$ cat src/sv/bts_pkg.sv
`timescale 1ns / 1ps
// ----------------------------------------------------------------------------
// Bilinear texture sampler package
// Shared widths, constants and types of the sampler and its blend datapath.
// ----------------------------------------------------------------------------
package bts_pkg;

   // Texture store geometry
   localparam int MAX_WIDTH   = 256;
   localparam int MAX_HEIGHT  = 256;
   localparam int COL_W       = 8;
   localparam int ROW_W       = 8;
   localparam int ADDR_W      = COL_W + ROW_W;
   localparam int TEX_DEPTH   = MAX_WIDTH * MAX_HEIGHT;

   // Configuration registers
   localparam int CFG_W       = 9;
   localparam int CSR_IDX_W   = 1;
   localparam logic [CSR_IDX_W-1:0] CSR_TEX_WIDTH  = 1'b0;
   localparam logic [CSR_IDX_W-1:0] CSR_TEX_HEIGHT = 1'b1;
   localparam logic [CFG_W-1:0] SIZE_RESET = 9'd256;

   // Request kinds
   localparam logic KIND_WRITE  = 1'b0;
   localparam logic KIND_SAMPLE = 1'b1;

   // Arithmetic widths
   localparam int CH_W        = 8;
   localparam int TEXEL_W     = 3 * CH_W;
   localparam int COORD_W     = 17;
   localparam int SCALED_W    = COORD_W + COL_W;
   localparam int FRAC_W      = 16;
   localparam int WEIGHT_W    = 33;
   localparam int ACC_W       = 40;
   localparam logic [COORD_W-1:0] ONE_Q16    = 17'h10000;
   localparam logic [ACC_W-1:0]   ROUND_HALF = 40'h00_8000_0000;

   // Request beat layout
   localparam int REQ_DATA_W  = 80;
   localparam int OFS_COL     = 0;
   localparam int OFS_ROW     = 8;
   localparam int OFS_TEXEL   = 16;
   localparam int OFS_U       = 40;
   localparam int OFS_V       = 57;

   typedef enum logic [2:0] {
      ST_IDLE,
      ST_SPLIT,
      ST_RD0,
      ST_RD1,
      ST_RD2,
      ST_RD3,
      ST_LAST
   } bts_state_type;

   // Control from the sequencer to the blend datapath
   typedef struct packed {
      logic weight_en;
      logic acc_en;
      logic acc_start;
   } bts_blend_ctl_type;

endpackage

$ cat src/sv/bts_blend.sv
`timescale 1ns / 1ps
// ----------------------------------------------------------------------------
// Bilinear blend datapath
// Forms each texel weight as a product of the two axis weights, then
// accumulates texel times weight per channel and rounds half up.
// ----------------------------------------------------------------------------
module bts_blend (
   input  logic                          clock,
   input  bts_pkg::bts_blend_ctl_type    ctl,
   input  logic [bts_pkg::TEXEL_W-1:0]   texel,
   input  logic [bts_pkg::COORD_W-1:0]   wu,
   input  logic [bts_pkg::COORD_W-1:0]   wv,
   output logic [bts_pkg::TEXEL_W-1:0]   rgb
);

   logic [bts_pkg::WEIGHT_W-1:0]  weight_ff;
   logic [bts_pkg::WEIGHT_W-1:0]  weight_in;
   logic [2*bts_pkg::COORD_W-1:0] weight_full;
   logic [bts_pkg::ACC_W-1:0]     acc_ff  [3];
   logic [bts_pkg::ACC_W-1:0]     acc_in  [3];
   logic [bts_pkg::ACC_W-1:0]     sum     [3];

   // Weight of the texel being read: at most 2^32
   assign weight_full = (2*bts_pkg::COORD_W)'(wu) * (2*bts_pkg::COORD_W)'(wv);
   assign weight_in   = weight_full[bts_pkg::WEIGHT_W-1:0];

   always_ff @(posedge clock) begin
      if (ctl.weight_en) begin
         weight_ff <= weight_in;
      end
   end

   // One lane per channel: add texel times weight, restart on the first texel
   for (genvar c = 0; c < 3; c++) begin : g_lane
      logic [bts_pkg::ACC_W-1:0] base;
      logic [bts_pkg::ACC_W-1:0] prod;

      assign base = ctl.acc_start ? bts_pkg::ROUND_HALF : acc_ff[c];
      assign prod = bts_pkg::ACC_W'(texel[c*bts_pkg::CH_W +: bts_pkg::CH_W])
                  * bts_pkg::ACC_W'(weight_ff);
      assign sum[c]    = base + prod;
      assign acc_in[c] = sum[c];
      assign rgb[c*bts_pkg::CH_W +: bts_pkg::CH_W] =
         sum[c][bts_pkg::ACC_W-1 -: bts_pkg::CH_W];

      always_ff @(posedge clock) begin
         if (ctl.acc_en) begin
            acc_ff[c] <= acc_in[c];
         end
      end
   end

endmodule

$ cat config.mk
export PLATFORM = sky130hd
export DESIGN_NAME = bts_blend
export DESIGN_NICKNAME = d
export VERILOG_FILES = /design/src/sv/bts_pkg.sv /design/src/sv/bts_blend.sv
export SDC_FILE = /design/constraint.sdc
export NUM_CORES = 2
export LEC_CHECK = 0
export BUFFER_PORTS_ARGS = -buffer_cell sky130_fd_sc_hd__buf_2
export CORE_MARGIN = 2
export CORE_UTILIZATION = 30
export CTS_BUF_LIST = sky130_fd_sc_hd__clkbuf_8 sky130_fd_sc_hd__clkbuf_16
export CTS_CLUSTER_SIZE = 40
export DETAILED_ROUTE_END_ITERATION = 10
export PLACE_DENSITY_LB_ADDON = 0.1
export SYNTH_ARGS = -nofsm -noshare
export SYNTH_HDL_FRONTEND = slang
export SYNTH_SLANG_ARGS = --single-unit
$ cat constraint.sdc
create_clock -name clock -period 7.4 [get_ports clock]
set_clock_uncertainty 0.2 [all_clocks]
set_input_delay 0.37 -clock clock [delete_from_list [all_inputs] [get_ports clock]]
set_output_delay 0.37 -clock clock [all_outputs]
set_load 0.1 [all_outputs]
==> impl_metrics.toml <==
[status]
status = "finished, final reports clean"

[floorplan]
initial_core_util_pct = 30.3
io_pins = 86
dieHeight_um = 377
rows = 136
coreArea_sq_um = 138000
fp.dieW_um = 377
dieArea_sq_um = 142000

[sta]
fin_setup_tns_ps = 0
slew_viol_final = 0
rsz0062_at_grt = "no"
final_hold_viol_count = 0
setup_viol = 0
max_freq_mhz = 140
worst_slew_pin_slew_ps = 980
period_share_pct = 96.8
timing.slew.headroom_pct = 34.7
fin_crit_ps = 7160

[critical_path]
crit_start = "weight_ff[16]$_DFFE_PP_"
path_class = "flop to output pin"
startpoint_type = "flop"
reg2reg_from = "weight_ff[16]$_DFFE_PP_"
cp.required_ps = 6830
path_max_fanout = 8
cp-end-kind = "output pin"
arrival_ps = 6590

[clocking]
cts_max_level = 4
clock_latency_ps = 540
cts_hold_buf = 0
cts_buffers = 17
path_clk_slew_ps = 80
cts_buffer_depth = 2
clock_sinks = 153
clock_tree.root_cell = "clkbuf_16"
tritoncts = "yes"

[placement]
dp_hpwl_mm = 90.6
routabilityCongestion = 0.831
io_buffers = 85
placed_cells = 6254

[global_routing]
grt_pass1_wl_mm = 186
antenna_found_initial = 2
grt_start_max_net_pins = 72
grt_use_met1_pct = 23.5
busiest_layer = "met2"
grt_overflow_total = 0
grt_use_met3_pct = 1.37
grt_usage_pct = 16.8
grt_pass1_vias = 32400
use_met2_pct = 28.3

[synthesis]
synth_edf_count = 153
ys_types = 77
synth_seq_cells = 153
synth_seq_area_share_pct = 11.0
yosysTopAreaCell = "fa_1"
syn_area_sq_um = 41700
yosys_warnings = 0
syn_nets = 5753
ys_top_cells_by_area = "fa_1 (43%), edfxtp_1 (11%), inv_1 (8.3%)"
yosysTopAreaCellShare_pct = 42.9
syn_area_per_cell_sq_um = 9.23
netlist_instances = 4521
synth_most_common_cell = "inv_1"
synthTopCellsByCount = "inv_1 (927), fa_1 (895), nand2_1 (717)"
async_reset_ff_share_pct = 0
synth_ff_type = "edfxtp_1"

[job]
max_cap_viol_count = 0

[route]
wirelength_mm = 112
num_vias = 28700
wl_per_cell_um = 17.8
ant_nets = 0
viasPerCell = 4.53
drc_errors = 0
firstDrtPassIters = 5
drtIter0Drc = 1054

[min_path]
hold_path_class = "primary input to flop"
hp-start = "ctl[1]"

[finish]
syn2layout_area_growth_pct = 8.50
fin_cells = 6327
num-nets-final = 5753
diodes = 0
fillers = 14600
drive_above_1_share_pct = 6.33
-- cell families after synthesis --
group / synth area share [%]
multiplexers: 0.0240
buffers and inverters: 10.7
flip-flops: 11.0
adder cells (fa/ha/maj): 51.2
AND/OR/NAND/NOR: 17.5
XOR/XNOR: 2.92
AO/OA/AOI/OAI: 6.69
-- flip-flops by register name (all words and copies together), names as in the netlist --
register,flops
acc_ff,120
weight_ff,33
-- critical path, cell delays in order, from the launching register on --
cell       delay (ps)
edfxtp_1          520
buf_4             240
and2_1            180
fa_1              550
inv_1              60
fa_1              520
fa_1              500
inv_1              50
fa_1              450
ha_1              410
and3_1            200
and2_1            210
nand4_1           180
a21oi_1           420
nor2_1            120
a31oi_2           370
mux2i_1           130
a2111oi_1         550
buf_4             230
buf_12            170
-- final timing paths --
path / endpoint / depth (start not counted) / slack (ps)
worst max-delay path: rgb[18] / 19 / 240
worst min-delay path: acc_ff[0][0]$_DFFE_PP_ / 1 / 220
worst max register to register: acc_ff[0][114]$_DFFE_PP_ / 18 / 1180
worst min register to register: acc_ff[0][0]$_DFFE_PP_ / 2 / 470
-- cell usage in the layout, fill, tap and decap left out, types with 7 or more instances in the layout --
master / synthesis / routed
inv_1: 927 / 927
fa_1: 895 / 895
nand2_1: 717 / 717
and2_1: 451 / 451
ha_1: 275 / 275
edfxtp_1: 153 / 153
a21oi_1: 129 / 127
buf_4: 24 / 123
nand2b_1: 114 / 114
xnor2_1: 108 / 105
a21o_1: 74 / 74
buf_2: 1 / 72
nor2_1: 63 / 63
o21ai_0: 54 / 54
nor2b_1: 37 / 37
xor2_1: 31 / 31
o21bai_1: 23 / 23
nand4_1: 22 / 22
nand3_1: 21 / 21
o21a_1: 19 / 19
nor3_1: 18 / 17
clkbuf_16: 0 / 17
and3_1: 16 / 16
buf_12: 0 / 16
o21ai_1: 14 / 14
o211ai_1: 11 / 11
a31oi_1: 9 / 8
a211oi_1: 8 / 7
-- stage by stage --
stage | util, % | area [sq um] | worst slack [ps] | hold slack (ps)
final | 32.9 | 45300 | 236 | 220
after detailed placement | 32.1 | 44200 | 362 | 463
after CTS | 32.8 | 45200 | 2.41 | 194
after global placement | 32.1 | 44200 | 352 | 445
after floorplan | - | 41700 | 1040 | 282
after global routing | 32.9 | 45300 | 1.82 | 239
-- layer usage --
metal / up-vias / share of wire [%] / wire length [um]
li1: 13600 / - / -
met1: 14800 / 49 / 55600
met2: 269 / 47 / 53200
met3: 72 / 1.8 / 1980
met4: 2 / 1.5 / 1700
met5: - / 0.012 / 13
-- area by class of cell --
cell class	count	area (sq um)	area share (%)
Multi-Input combinational cell	3204	32700	72.3
Clock inverter	14	141	0.312
Clock buffer	17	425	0.939
Tap cell	1794	2240	4.96
Inverter	927	3480	7.68
Sequential cell	153	4590	10.1
Timing Repair Buffer	218	1670	3.69
-- timing repair --
action                     CTS  global route
setup buffers               37             5
gates resized for setup      4            17
hold endpoints to repair     0             0
setup endpoints to repair   15            14
Power is not shown: default switching activity piles up to over one toggle a cycle in this logic, so the estimate is an artifact.
